<file path="src/lwps_pkg.sv">
// ----------------------------------------------------------------------------
// lwps_pkg: shared types and constants of the window pixel streamer
// Queue entry layout, header byte positions and configuration register codes.
// ----------------------------------------------------------------------------
package lwps_pkg;

  localparam int COORD_BITS = 16;                 // coordinate bits in use, 8..16
  localparam int DIFF_W     = COORD_BITS + 1;     // window extent, 1..2^COORD_BITS
  localparam int PIX_W      = 2 * COORD_BITS + 1; // pixel count width
  localparam int PROD_W     = 2 * DIFF_W;

  localparam int QDEPTH  = 2;                     // power of two
  localparam int QPTR_W  = (QDEPTH > 1) ? $clog2(QDEPTH) : 1;
  localparam int QCNT_W  = $clog2(QDEPTH + 1);

  localparam int MONO_BITS = 8;                   // pixels per mono byte
  localparam int NPIX_W    = $clog2(MONO_BITS + 1);
  localparam int IDX_W     = $clog2(2 * MONO_BITS);
  localparam int LEN_W     = IDX_W + 1;

  // header byte positions
  localparam logic [IDX_W-1:0] HB_COL_CMD = IDX_W'(0);
  localparam logic [IDX_W-1:0] HB_X1_HI   = IDX_W'(1);
  localparam logic [IDX_W-1:0] HB_X1_LO   = IDX_W'(2);
  localparam logic [IDX_W-1:0] HB_X2_HI   = IDX_W'(3);
  localparam logic [IDX_W-1:0] HB_X2_LO   = IDX_W'(4);
  localparam logic [IDX_W-1:0] HB_ROW_CMD = IDX_W'(5);
  localparam logic [IDX_W-1:0] HB_Y1_HI   = IDX_W'(6);
  localparam logic [IDX_W-1:0] HB_Y1_LO   = IDX_W'(7);
  localparam logic [IDX_W-1:0] HB_Y2_HI   = IDX_W'(8);
  localparam logic [IDX_W-1:0] HB_Y2_LO   = IDX_W'(9);
  localparam logic [IDX_W-1:0] HB_MEM_CMD = IDX_W'(10);

  // input command codes
  localparam logic CMD_START = 1'b0;
  localparam logic CMD_DATA  = 1'b1;

  // pixel modes
  localparam logic [1:0] MODE_BITMAP = 2'd0;
  localparam logic [1:0] MODE_MONO   = 2'd1;
  localparam logic [1:0] MODE_SOLID  = 2'd2;

  // configuration register indexes
  localparam logic [1:0] REG_COL_OP = 2'd0;
  localparam logic [1:0] REG_ROW_OP = 2'd1;
  localparam logic [1:0] REG_MEM_OP = 2'd2;

  localparam logic [7:0] COL_OP_RESET = 8'd42;
  localparam logic [7:0] ROW_OP_RESET = 8'd43;
  localparam logic [7:0] MEM_OP_RESET = 8'd44;

  typedef struct packed {
    logic [7:0] col_op;
    logic [7:0] row_op;
    logic [7:0] mem_op;
  } cfg_t;

  // One unit of work for the back end. Header: c0..c3 = x1, x2, y1, y2.
  // Pixels: c0 = colour for a set bit, c1 = colour for a clear bit.
  typedef struct packed {
    logic              hdr;
    logic              last;
    logic [NPIX_W-1:0] npix;
    logic [7:0]        bits;
    logic [15:0]       c0;
    logic [15:0]       c1;
    logic [15:0]       c2;
    logic [15:0]       c3;
  } entry_t;

  typedef struct packed {
    logic   push;
    entry_t ent;
  } push_t;

endpackage

</file>
<file path="src/lcd_window_pixel_streamer_core.sv">
// ----------------------------------------------------------------------------
// lcd_window_pixel_streamer_core: display window write byte streamer
// Turns window start and pixel data items into the command/parameter/pixel
// byte stream of an RGB565 display controller.
// ----------------------------------------------------------------------------
// The first byte of an item passes through the work queue, then the output register.
// Throughput: one output byte per cycle while out_ready_i is high; a start item
//   gives 11 bytes, bitmap or solid 2, mono up to 16. The byte serialiser sets the rate.
// A start item holds input ready low for one cycle while the window size
//   product is loaded into the pixel counter.
// Reset: asynchronous, active low; opcodes return to 42/43/44, no window active.
// ----------------------------------------------------------------------------
module lcd_window_pixel_streamer_core import lwps_pkg::*; (
  input  logic        clk_i,
  input  logic        rst_ni,
  // configuration write channel
  input  logic        cfg_valid_i,
  output logic        cfg_ready_o,
  input  logic [1:0]  cfg_index_i,
  input  logic [7:0]  cfg_data_i,
  // input item channel
  input  logic        in_valid_i,
  output logic        in_ready_o,
  input  logic        cmd_i,
  input  logic [15:0] x_start_i,
  input  logic [15:0] y_start_i,
  input  logic [15:0] x_end_i,
  input  logic [15:0] y_end_i,
  input  logic [1:0]  pixel_mode_i,
  input  logic [15:0] fore_color_i,
  input  logic [15:0] back_color_i,
  input  logic [15:0] pixel_data_i,
  // output byte channel
  output logic        out_valid_o,
  input  logic        out_ready_i,
  output logic [7:0]  out_byte_o,
  output logic        is_data_o,
  output logic        last_o
);

  cfg_t   cfg_q, cfg_d;
  push_t  wr;
  logic   q_full, q_valid, q_pop;
  entry_t q_ent;

  // Configuration: always ready; writes to an unlisted index are dropped.
  assign cfg_ready_o = 1'b1;

  always_comb begin
    cfg_d = cfg_q;
    if (cfg_valid_i) begin
      case (cfg_index_i)
        REG_COL_OP: cfg_d.col_op = cfg_data_i;
        REG_ROW_OP: cfg_d.row_op = cfg_data_i;
        REG_MEM_OP: cfg_d.mem_op = cfg_data_i;
        default:    cfg_d = cfg_q;
      endcase
    end
  end

  always_ff @(posedge clk_i or negedge rst_ni) begin
    if (!rst_ni) begin
      cfg_q.col_op <= COL_OP_RESET;
      cfg_q.row_op <= ROW_OP_RESET;
      cfg_q.mem_op <= MEM_OP_RESET;
    end else begin
      cfg_q <= cfg_d;
    end
  end

  // Front end: accept each transfer, track the window, queue the work.
  lwps_front u_front (
    .clk_i        (clk_i),
    .rst_ni       (rst_ni),
    .in_valid_i   (in_valid_i),
    .in_ready_o   (in_ready_o),
    .cmd_i        (cmd_i),
    .x_start_i    (x_start_i),
    .y_start_i    (y_start_i),
    .x_end_i      (x_end_i),
    .y_end_i      (y_end_i),
    .pixel_mode_i (pixel_mode_i),
    .fore_color_i (fore_color_i),
    .back_color_i (back_color_i),
    .pixel_data_i (pixel_data_i),
    .q_full_i     (q_full),
    .wr_o         (wr)
  );

  // Queue: lets the front take the next item while bytes still drain.
  lwps_fifo u_fifo (
    .clk_i   (clk_i),
    .rst_ni  (rst_ni),
    .wr_i    (wr),
    .full_o  (q_full),
    .pop_i   (q_pop),
    .valid_o (q_valid),
    .ent_o   (q_ent)
  );

  // Back end: advance one byte per output transfer, drop the entry when done.
  lwps_back u_back (
    .clk_i       (clk_i),
    .rst_ni      (rst_ni),
    .cfg_i       (cfg_q),
    .ent_valid_i (q_valid),
    .ent_i       (q_ent),
    .pop_o       (q_pop),
    .out_valid_o (out_valid_o),
    .out_ready_i (out_ready_i),
    .out_byte_o  (out_byte_o),
    .is_data_o   (is_data_o),
    .last_o      (last_o)
  );

endmodule

</file>
<file path="src/lwps_fifo.sv">
// ----------------------------------------------------------------------------
// lwps_fifo: short work queue between front and back end
// Register-based ring of QDEPTH entries, first in first out.
// ----------------------------------------------------------------------------
module lwps_fifo import lwps_pkg::*; (
  input  logic   clk_i,
  input  logic   rst_ni,
  input  push_t  wr_i,
  output logic   full_o,
  input  logic   pop_i,
  output logic   valid_o,
  output entry_t ent_o
);

  entry_t            mem_q [QDEPTH];
  logic [QPTR_W-1:0] wr_ptr_q, wr_ptr_d, rd_ptr_q, rd_ptr_d;
  logic [QCNT_W-1:0] cnt_q, cnt_d;
  logic              do_push, do_pop;

  assign full_o  = (cnt_q == QCNT_W'(QDEPTH));
  assign valid_o = (cnt_q != '0);
  assign ent_o   = mem_q[rd_ptr_q];
  assign do_push = wr_i.push && !full_o;
  assign do_pop  = pop_i && valid_o;

  always_comb begin
    wr_ptr_d = do_push ? wr_ptr_q + QPTR_W'(1) : wr_ptr_q;
    rd_ptr_d = do_pop  ? rd_ptr_q + QPTR_W'(1) : rd_ptr_q;
    cnt_d    = cnt_q + QCNT_W'(do_push) - QCNT_W'(do_pop);
  end

  always_ff @(posedge clk_i or negedge rst_ni) begin
    if (!rst_ni) begin
      wr_ptr_q <= '0;
      rd_ptr_q <= '0;
      cnt_q    <= '0;
    end else begin
      wr_ptr_q <= wr_ptr_d;
      rd_ptr_q <= rd_ptr_d;
      cnt_q    <= cnt_d;
    end
  end

  always_ff @(posedge clk_i) begin
    if (do_push) begin
      mem_q[wr_ptr_q] <= wr_i.ent;
    end
  end

  a_no_overflow: assert property (@(posedge clk_i) disable iff (!rst_ni)
    cnt_q <= QCNT_W'(QDEPTH))
    else $error("work queue count beyond depth");

  a_push_counts: assert property (@(posedge clk_i) disable iff (!rst_ni)
    (do_push && !do_pop) |=> (cnt_q == $past(cnt_q) + QCNT_W'(1)))
    else $error("push not reflected in queue count");

  a_pop_counts: assert property (@(posedge clk_i) disable iff (!rst_ni)
    (do_pop && !do_push) |=> (cnt_q == $past(cnt_q) - QCNT_W'(1)))
    else $error("pop not reflected in queue count");

endmodule

</file>
<file path="src/lwps_front.sv">
// ----------------------------------------------------------------------------
// lwps_front: input acceptance and classification
// Latches window state, counts pixels off per item and queues work entries.
// ----------------------------------------------------------------------------
module lwps_front import lwps_pkg::*; (
  input  logic        clk_i,
  input  logic        rst_ni,
  input  logic        in_valid_i,
  output logic        in_ready_o,
  input  logic        cmd_i,
  input  logic [15:0] x_start_i,
  input  logic [15:0] y_start_i,
  input  logic [15:0] x_end_i,
  input  logic [15:0] y_end_i,
  input  logic [1:0]  pixel_mode_i,
  input  logic [15:0] fore_color_i,
  input  logic [15:0] back_color_i,
  input  logic [15:0] pixel_data_i,
  input  logic        q_full_i,
  output push_t       wr_o
);

  logic [PIX_W-1:0]      left_q, left_d;
  logic [1:0]            mode_q, mode_d;
  logic [15:0]           fore_q, fore_d, back_q, back_d;
  logic                  pend_q, pend_d;   // window size product still to load
  logic                  empty_q, empty_d;
  logic [DIFF_W-1:0]     dx_q, dx_d, dy_q, dy_d;
  logic [COORD_BITS-1:0] x1, y1, x2, y2;
  logic [PROD_W-1:0]     prod;
  logic                  accept, reversed;
  logic [NPIX_W-1:0]     npix;
  logic [PIX_W-1:0]      left_after;

  assign in_ready_o = !pend_q && !q_full_i;
  assign accept     = in_valid_i && in_ready_o;

  assign x1 = x_start_i[COORD_BITS-1:0];
  assign y1 = y_start_i[COORD_BITS-1:0];
  assign x2 = x_end_i[COORD_BITS-1:0];
  assign y2 = y_end_i[COORD_BITS-1:0];
  assign reversed = (x2 < x1) || (y2 < y1);
  assign prod = dx_q * dy_q;

  always_comb begin
    if ((mode_q == MODE_MONO) && (left_q < PIX_W'(MONO_BITS))) begin
      npix = left_q[NPIX_W-1:0];
    end else if (mode_q == MODE_MONO) begin
      npix = NPIX_W'(MONO_BITS);
    end else begin
      npix = NPIX_W'(1);
    end
    left_after = left_q - PIX_W'(npix);
  end

  always_comb begin
    left_d  = left_q;
    mode_d  = mode_q;
    fore_d  = fore_q;
    back_d  = back_q;
    pend_d  = 1'b0;
    empty_d = empty_q;
    dx_d    = dx_q;
    dy_d    = dy_q;
    wr_o    = '0;

    if (pend_q) begin
      left_d = empty_q ? '0 : prod[PIX_W-1:0];
    end

    if (accept && (cmd_i == CMD_START)) begin
      mode_d  = pixel_mode_i;
      fore_d  = fore_color_i;
      back_d  = back_color_i;
      pend_d  = 1'b1;
      empty_d = reversed;
      dx_d    = DIFF_W'(x2) - DIFF_W'(x1) + DIFF_W'(1);
      dy_d    = DIFF_W'(y2) - DIFF_W'(y1) + DIFF_W'(1);
      left_d  = '0;
      wr_o.push     = 1'b1;
      wr_o.ent.hdr  = 1'b1;
      wr_o.ent.last = reversed;
      wr_o.ent.c0   = 16'(x1);
      wr_o.ent.c1   = 16'(x2);
      wr_o.ent.c2   = 16'(y1);
      wr_o.ent.c3   = 16'(y2);
    end else if (accept && (left_q != '0)) begin
      left_d        = left_after;
      wr_o.push     = 1'b1;
      wr_o.ent.last = (left_after == '0);
      wr_o.ent.npix = npix;
      wr_o.ent.bits = 8'hff;
      case (mode_q)
        MODE_BITMAP: begin
          wr_o.ent.c0 = pixel_data_i;
        end
        MODE_MONO: begin
          wr_o.ent.bits = pixel_data_i[7:0];
          wr_o.ent.c0   = fore_q;
          wr_o.ent.c1   = back_q;
        end
        default: begin
          wr_o.ent.c0 = fore_q;
        end
      endcase
    end
  end

  always_ff @(posedge clk_i or negedge rst_ni) begin
    if (!rst_ni) begin
      left_q  <= '0;
      mode_q  <= MODE_BITMAP;
      fore_q  <= '0;
      back_q  <= '0;
      pend_q  <= 1'b0;
      empty_q <= 1'b0;
    end else begin
      left_q  <= left_d;
      mode_q  <= mode_d;
      fore_q  <= fore_d;
      back_q  <= back_d;
      pend_q  <= pend_d;
      empty_q <= empty_d;
    end
  end

  always_ff @(posedge clk_i) begin
    dx_q <= dx_d;
    dy_q <= dy_d;
  end

  a_pend_one_cycle: assert property (@(posedge clk_i) disable iff (!rst_ni)
    pend_q |=> !pend_q)
    else $error("window size load lasted more than one cycle");

  a_no_accept_in_load: assert property (@(posedge clk_i) disable iff (!rst_ni)
    pend_q |-> !in_ready_o)
    else $error("input taken while window size loading");

  a_data_push_nonzero: assert property (@(posedge clk_i) disable iff (!rst_ni)
    (wr_o.push && !wr_o.ent.hdr) |-> (wr_o.ent.npix != '0))
    else $error("pixel entry queued with no pixels");

endmodule

</file>
<file path="src/lwps_back.sv">
// ----------------------------------------------------------------------------
// lwps_back: byte serialiser
// Walks each queued entry one byte per cycle into the output register, unless stalled.
// ----------------------------------------------------------------------------
module lwps_back import lwps_pkg::*; (
  input  logic       clk_i,
  input  logic       rst_ni,
  input  cfg_t       cfg_i,
  input  logic       ent_valid_i,
  input  entry_t     ent_i,
  output logic       pop_o,
  output logic       out_valid_o,
  input  logic       out_ready_i,
  output logic [7:0] out_byte_o,
  output logic       is_data_o,
  output logic       last_o
);

  logic [IDX_W-1:0] idx_q, idx_d;
  logic             ov_q, ov_d;
  logic [7:0]       byte_q, byte_d;
  logic             isd_q, isd_d, last_q, last_d;
  logic             advance, fin;
  logic [LEN_W-1:0] pix_len;
  logic [15:0]      colour;
  logic [7:0]       hbyte;
  logic             hisd;

  assign advance = !ov_q || out_ready_i;
  assign pix_len = LEN_W'({ent_i.npix, 1'b0});
  assign fin     = ent_i.hdr ? (idx_q == HB_MEM_CMD)
                             : (LEN_W'(idx_q) == pix_len - LEN_W'(1));
  assign pop_o   = advance && ent_valid_i && fin;
  assign colour  = ent_i.bits[idx_q[IDX_W-1:1]] ? ent_i.c0 : ent_i.c1;

  always_comb begin
    hisd = 1'b1;
    case (idx_q)
      HB_COL_CMD: begin hbyte = cfg_i.col_op; hisd = 1'b0; end
      HB_X1_HI:   hbyte = ent_i.c0[15:8];
      HB_X1_LO:   hbyte = ent_i.c0[7:0];
      HB_X2_HI:   hbyte = ent_i.c1[15:8];
      HB_X2_LO:   hbyte = ent_i.c1[7:0];
      HB_ROW_CMD: begin hbyte = cfg_i.row_op; hisd = 1'b0; end
      HB_Y1_HI:   hbyte = ent_i.c2[15:8];
      HB_Y1_LO:   hbyte = ent_i.c2[7:0];
      HB_Y2_HI:   hbyte = ent_i.c3[15:8];
      HB_Y2_LO:   hbyte = ent_i.c3[7:0];
      HB_MEM_CMD: begin hbyte = cfg_i.mem_op; hisd = 1'b0; end
      default:    hbyte = '0;
    endcase
  end

  always_comb begin
    idx_d  = idx_q;
    ov_d   = ov_q;
    byte_d = byte_q;
    isd_d  = isd_q;
    last_d = last_q;
    if (advance) begin
      ov_d = ent_valid_i;
      if (ent_valid_i) begin
        idx_d  = fin ? '0 : idx_q + IDX_W'(1);
        last_d = fin && ent_i.last;
        if (ent_i.hdr) begin
          byte_d = hbyte;
          isd_d  = hisd;
        end else begin
          byte_d = idx_q[0] ? colour[7:0] : colour[15:8];
          isd_d  = 1'b1;
        end
      end
    end
  end

  always_ff @(posedge clk_i or negedge rst_ni) begin
    if (!rst_ni) begin
      idx_q <= '0;
      ov_q  <= 1'b0;
    end else begin
      idx_q <= idx_d;
      ov_q  <= ov_d;
    end
  end

  always_ff @(posedge clk_i) begin
    byte_q <= byte_d;
    isd_q  <= isd_d;
    last_q <= last_d;
  end

  assign out_valid_o = ov_q;
  assign out_byte_o  = byte_q;
  assign is_data_o   = isd_q;
  assign last_o      = last_q;

  a_hdr_idx_range: assert property (@(posedge clk_i) disable iff (!rst_ni)
    (ent_valid_i && ent_i.hdr) |-> (idx_q <= HB_MEM_CMD))
    else $error("header byte index out of range");

  a_pix_idx_range: assert property (@(posedge clk_i) disable iff (!rst_ni)
    (ent_valid_i && !ent_i.hdr) |-> (LEN_W'(idx_q) < pix_len))
    else $error("pixel byte index out of range");

  a_idle_idx_zero: assert property (@(posedge clk_i) disable iff (!rst_ni)
    !ent_valid_i |-> (idx_q == '0))
    else $error("byte index left mid-entry with queue empty");

endmodule
</file>
<file path="config.mk">
export PLATFORM = sky130hd
export DESIGN_NAME = lcd_window_pixel_streamer_core
export DESIGN_NICKNAME = d
export VERILOG_FILES = /design/src/lwps_pkg.sv /design/src/lcd_window_pixel_streamer_core.sv /design/src/lwps_fifo.sv /design/src/lwps_front.sv /design/src/lwps_back.sv
export SDC_FILE = /design/constraint.sdc
export NUM_CORES = 1
export LEC_CHECK = 0
export ABC_AREA = 1
export BUFFER_PORTS_ARGS = -buffer_cell sky130_fd_sc_hd__buf_2
export CAP_MARGIN = 5
export CORE_ASPECT_RATIO = 0.8
export CORE_MARGIN = 2
export CORE_UTILIZATION = 40
export DETAILED_ROUTE_END_ITERATION = 10
export HOLD_SLACK_MARGIN = 0.03
export PLACE_DENSITY_LB_ADDON = 0.1
export SETUP_SLACK_MARGIN = 0.2
export SLEW_MARGIN = 5
export SYNTH_ARGS = -nofsm -noshare
export SYNTH_HDL_FRONTEND = slang
export SYNTH_SLANG_ARGS = --single-unit
</file>
<file path="constraint.sdc">
create_clock -name clk_i -period 5.9 [get_ports clk_i]
set_input_delay 0.295 -clock clk_i [delete_from_list [all_inputs] [get_ports clk_i]]
set_output_delay 0.295 -clock clk_i [all_outputs]
set_load 0.01 [all_outputs]
</file>
# Yosys cells after proc, flatten, opt, wreduce, memory -nomap -nowiden
# Memories as Yosys holds them, arrays and structs flattened.
# Index checks and enable logic that the tools add are counted.
# classes
n_addsub	11
mul	1
order_cmp	4
eq_ne	15
muxes	28
n_bitwise	1
reduce_logical	27
# op_table
cell	n
2-to-1 mux 33 bit	4
one-hot mux 8 bit (11 select lines)	1
2-to-1 mux 32 bit	2
2-to-1 mux 16 bit	3
2-to-1 mux 45 bit	1
adder 17 x 1 -> 17 bit, second input constant	2
subtractor 16 x 16 -> 17 bit	2
zero test 33 bit	1
less-than comparator 33 x 4 -> 1 bit, second input constant	1
multiplier 17 x 17 -> 33 bit	1
nonzero test 33 bit	1
subtractor 33 x 4 -> 33 bit	1
less-than comparator 16 bit	2
2-to-1 mux 8 bit	3
equality test 4 x 3 -> 1 bit, second input constant	4
equality test 4 bit, second input constant	3
2-to-1 mux 12 bit	1
2-to-1 mux 4 bit	3
logical AND 1 bit	10
2-to-1 mux 1 bit	9
equality test 4 x 2 -> 1 bit, second input constant	2
AND reduction 2 bit	4
equality test 4 x 5 -> 1 bit	1
subtractor 5 x 1 -> 5 bit, second input constant	1
other kinds (17)	24
# totals
register_bits	146
ramBits	156
input_bits	130
output_inout_bits	13
wordCells	107
mem_count	1
# memory_table
name	depth	width	rd	rd_clocked_by_memory_dff	wr	line	rtl
u_fifo.mem_q	2	78	1	0	1	lwps_fifo.sv:15	entry_t mem_q [QDEPTH];

# Depth between registers and ports, before layout
# logic_depth
depth_word	10
ltp_mapped	30
depth_no_buf	28

# Cells and area by module
# A second synthesis with hierarchy kept.
# unflattened
hier_cells	3396
hier_area_um2	27462.6
# by_module_without_submodules
module	instances	cells_per_inst	area_per_inst_um2	seq_area_each_um2
lwps_front	1	2473	18432.7	2747.6
lwps_fifo	1	440	5904.4	4784.6
lwps_back	1	374	2054.5	425.4
lcd_window_pixel_streamer_core	1	109	1071.0	613.1

# Worst setup path before layout
# Ideal clock, no wire load.
# synth_path
kind	reg-to-reg
from	reg u_front.dx_q[5]
to	reg u_front.left_q[32]
setup_time_ns	0.129
arrival_ns	5.731
required_time_ns	5.771
path_slack_ns	0.040
stages_incl_launch_ff	26
n_path_buf	2
period_less_slack_ns	5.860
cell_sequence	edfxtp_1 > clkbuf_1 > clkbuf_1 > nand2_1 > fa_1 > inv_1 > fa_1 > inv_1 > fa_1 > inv_1 > fa_1 > fa_1 > inv_1 > fa_1 > inv_1 > ha_1 > a21o_1 > a31oi_1 > o21bai_1 > nand2_1 > nand3_1 > nand2_1 > nand3_1 > or2_2 > a31oi_1 > o22ai_1
# synth_via
elab_chain_len	5
# synth_lines
element	line	rtl
start: declaration	lwps_front.sv:28	logic [DIFF_W-1:0] dx_q, dx_d, dy_q, dy_d;
start signal: assignment	lwps_front.sv:128	dx_q <= dx_d;
multiplier 17 x 17 -> 33 bit	lwps_front.sv:43	assign prod = dx_q * dy_q;
2-to-1 mux 33 bit	lwps_front.sv:68	left_d = empty_q ? '0 : prod[PIX_W-1:0];
2-to-1 mux 33 bit	lwps_front.sv:67	if (pend_q) begin
2-to-1 mux 33 bit	lwps_front.sv:87	end else if (accept && (left_q != '0)) begin
2-to-1 mux 33 bit	lwps_front.sv:71	if (accept && (cmd_i == CMD_START)) begin
end signal: assignment	lwps_front.sv:118	left_q <= left_d;
end: declaration	lwps_front.sv:23	logic [PIX_W-1:0] left_q, left_d;
# No other way between the ends. The select of a mux whose other input is x is not followed.
# A chain may end at the register's enable or synchronous reset.

# Final worst setup path
# layout_path
from	reg u_front.dx_q[7]
to	reg u_front.left_q[26]
# The elaborated chain is that of the path after synthesis.

==> impl_metrics.py <==
metrics = {
    "global_routing": {
        "grt_first_pass_wirelength_um": 133000,
        "antenna_found_initial": 3,
        "grt_usage_pct": 26.1,
        "grt_pass1_vias": 21600,
        "grt_start_max_net_pins": 53,
        "grt-ovfl-total": 0,
    },
    "cts": {
        "cts.sinks": 302,
        "clk_latency_ns": 0.57,
        "path_clk_slew_ns": 0.07,
        "cts.path.max_buffers": 3,
        "numCtsBuffers": 36,
        "cts_tree": "done",
        "h-tree-depth": 2,
        "cts_root_buf": "clkbuf_16",
    },
    "final_layout": {
        "instances_no_fill": 4187,
        "fillers": 6126,
        "multi_input_area_mm2": 0.0155,
        "regArea_mm2": 0.00857,
        "area_growth_pct": 20.6,
        "drive_gt1_share_pct": 18.5,
        "nets": 3855,
    },
    "detailed_routing": {
        "first_iter_violations": 1787,
        "vias_per_cell": 5.10,
        "wirelength_um": 87100,
        "drtAntennaViolNets": 0,
        "drc": 0,
        "dr.pass1.iters": 6,
        "vias": 21400,
        "wl_per_cell_um": 20.8,
    },
    "min_path": {
        "min-delay-start": "cfg_data_i[7]",
        "min_path_type": "in -> reg",
        "hold_path_depth": 3,
        "whs_endpoint": "cfg_q[7]",
    },
    "floorplan": {
        "die_h_um": 233,
        "rows": 83,
        "ioPinCount": 143,
        "core_area_mm2": 0.0645,
        "initial_core_util_pct": 40.6,
        "dieArea_mm2": 0.0675,
        "fp.dieW_um": 290,
    },
    "logic_synthesis": {
        "yosysWarnings": 0,
        "synth_cell_types": 67,
        "syn_avg_cell_area_um2": 8.62,
        "synth_top_area_cell": "edfxtp_1",
        "synthArstFlopShare_pct": 33.8,
        "ys_top_cells_by_area": "edfxtp_1, fa_1, nand2_1",
        "synth_nets": 3583,
        "synth-seq-area-share_pct": 32.8,
        "ys_ff_latch": 302,
        "synth_edf_count": 200,
        "yosysTopAreaCellShare_pct": 23.0,
        "ys_top_cells_by_count": "nand2_1, inv_1, fa_1, edfxtp_1, nor2_1",
        "synthCells": 3036,
        "synth_ff_type": "edfxtp_1",
        "syn-cell-area_mm2": 0.0262,
        "yosysMostFrequentCell": "nand2_1",
    },
    "sta": {
        "rsz0062_at_grt": "true",
        "fin_crit_sh_pct": 96.7,
        "fin_ws_ns": 0.194,
        "worst_slew_pin_slew_ns": 1.35,
        "hold_viol_final": 0,
        "finalMaxSlewViolations": 0,
        "relSlewSlack_pct": 7.36,
        "finalSetupViolations": 0,
        "fin_crit_ns": 5.71,
        "fin_setup_tns_ns": 0,
        "fin_skew_ns": 0.0258,
        "fmax_ghz": 0.175,
    },
    "setup_path": {
        "reg2reg_from": "u_front.dx_q[7]",
        "rr_endpoint": "u_front.left_q[26]",
        "r2r_slack_ns": 0.19,
        "worst-setup-path-type": "reg -> reg",
        "r2r_cells": 25,
        "cp-start-kind": "flip-flop",
        "cp-startpoint": "u_front.dx_q[7]",
        "worst-endpoint-arrival_ns": 6.14,
        "cp_max_fo": 4,
        "crit_path_end_kind": "flip-flop",
        "worstPathRequired_ns": 6.33,
    },
    "placement": {
        "dp_cells": 4042,
        "gp_congestion": 0.934,
        "dp_slack_ns": -0.137,
        "hpwl_um": 68300,
        "port_buffers": 141,
    },
    "status": {
        "status": "complete, no violations",
    },
    "run": {
        "drv_cap": 0,
    },
}
## layout make-up
| cell class | count | area share, % |
|---|---|---|
| diodes | 1 | 0.00793 |
| clock buffers | 49 | 3.14 |
| clock inverters | 17 | 0.488 |
| inverters | 642 | 7.65 |
| multi-input cells | 1963 | 49.2 |
| flip-flops and latches | 302 | 27.2 |
| well taps | 850 | 3.37 |
| repair buffers | 363 | 8.94 |
## stage by stage
stage / hold WS (ns) / area (µm²) / util, %
5_1_grt: 0.0659 / 31600 / 48.9
3_3_place_gp: 0.438 / 28700 / 44.6
6_report: 0.0709 / 31600 / 48.9
4_1_cts: 0.0499 / 30900 / 47.9
3_5_place_dp: 0.457 / 28700 / 44.6
2_1_floorplan: -0.000591 / 26200 / -
## logic make-up after synthesis
group | after synthesis | synth area share, %
simple gates | 1048 | 16.4
other cells | 1 | 0.0143
fa+ha+maj | 417 | 26.8
compound gates | 389 | 9.00
mux | 33 | 1.27
flops | 302 | 32.8
buf+inv | 771 | 11.2
xor+xnor | 75 | 2.54
## per-layer routing
layer  vias to the layer above  global-route usage (%)  part of all wire, %
li1                      10100                       -                    -
met1                     10400                    38.7                   48
met2                       732                    36.8                   41
met3                       106                    7.89                  9.4
met4                         0                    6.27                  2.1
met5                         -                       0                    0
## layout by cell type, fill, tap and decap left out, types with 34 or more instances in the layout
master	synthesis	final
dlygate4sd3_1	0	41
xor2_1	56	53
edfxtp_1	200	200
fa_1	239	221
clkbuf_16	0	36
buf_4	3	137
nand3_1	62	58
nor2_1	185	175
buf_2	19	140
o22ai_1	34	34
nand2_1	716	692
ha_1	178	156
inv_2	18	57
inv_1	619	579
o21ai_0	114	97
dfrtp_1	92	91
a21oi_1	104	82
## timing repair
action / 4_1_cts / 5_1_grt
pin swaps: 79 / 70
cloned: 1 / 1
endpoints found under the hold margin: 95 / 0
hold buffers: 41 / 0
setup endpoints to repair: 20 / 21
gates resized for setup: 99 / 145
setup buffers: 22 / 13
## worst max-delay path by stage
stage          cells after the start            endpoint
5_1_grt                           22  u_front.left_q[29]
4_1_cts                           22  u_front.left_q[26]
6_report                          25  u_front.left_q[26]
3_3_place_gp                      25  u_front.left_q[26]
2_1_floorplan                     23  u_front.left_q[32]
3_5_place_dp                      25  u_front.left_q[26]
## flip-flops by register name, summed over array words and instances, names as in the netlist, 8 cells and up
name and flops:
u_back.out_byte_o 8, u_front.back_q 16, u_front.fore_q 16, u_front.left_q 33
u_front.dy_q 17, u_fifo.mem_q 156, cfg_q 24, u_front.dx_q 17
## worst max-delay path: stages, from the launching register on
cell and delay, ns:
edfxtp_1 0.38, buf_6 0.14, buf_12 0.12, nand2_4 0.04, inv_2 0.03, fa_1 0.54
inv_2 0.04, fa_2 0.54, fa_1 0.43, fa_1 0.56, inv_2 0.05, fa_1 0.50
inv_2 0.05, fa_1 0.49, inv_2 0.05, ha_4 0.16, a21o_1 0.21, nor2_1 0.16
o21ai_2 0.10, a21oi_2 0.22, o21bai_4 0.10, a21oi_2 0.19, xor2_2 0.22, o21ai_1 0.10
nand2_1 0.06, o21ai_1 0.06
Power is not shown: default switching activity piles up to over one toggle a cycle in this logic, so the estimate is an artifact.
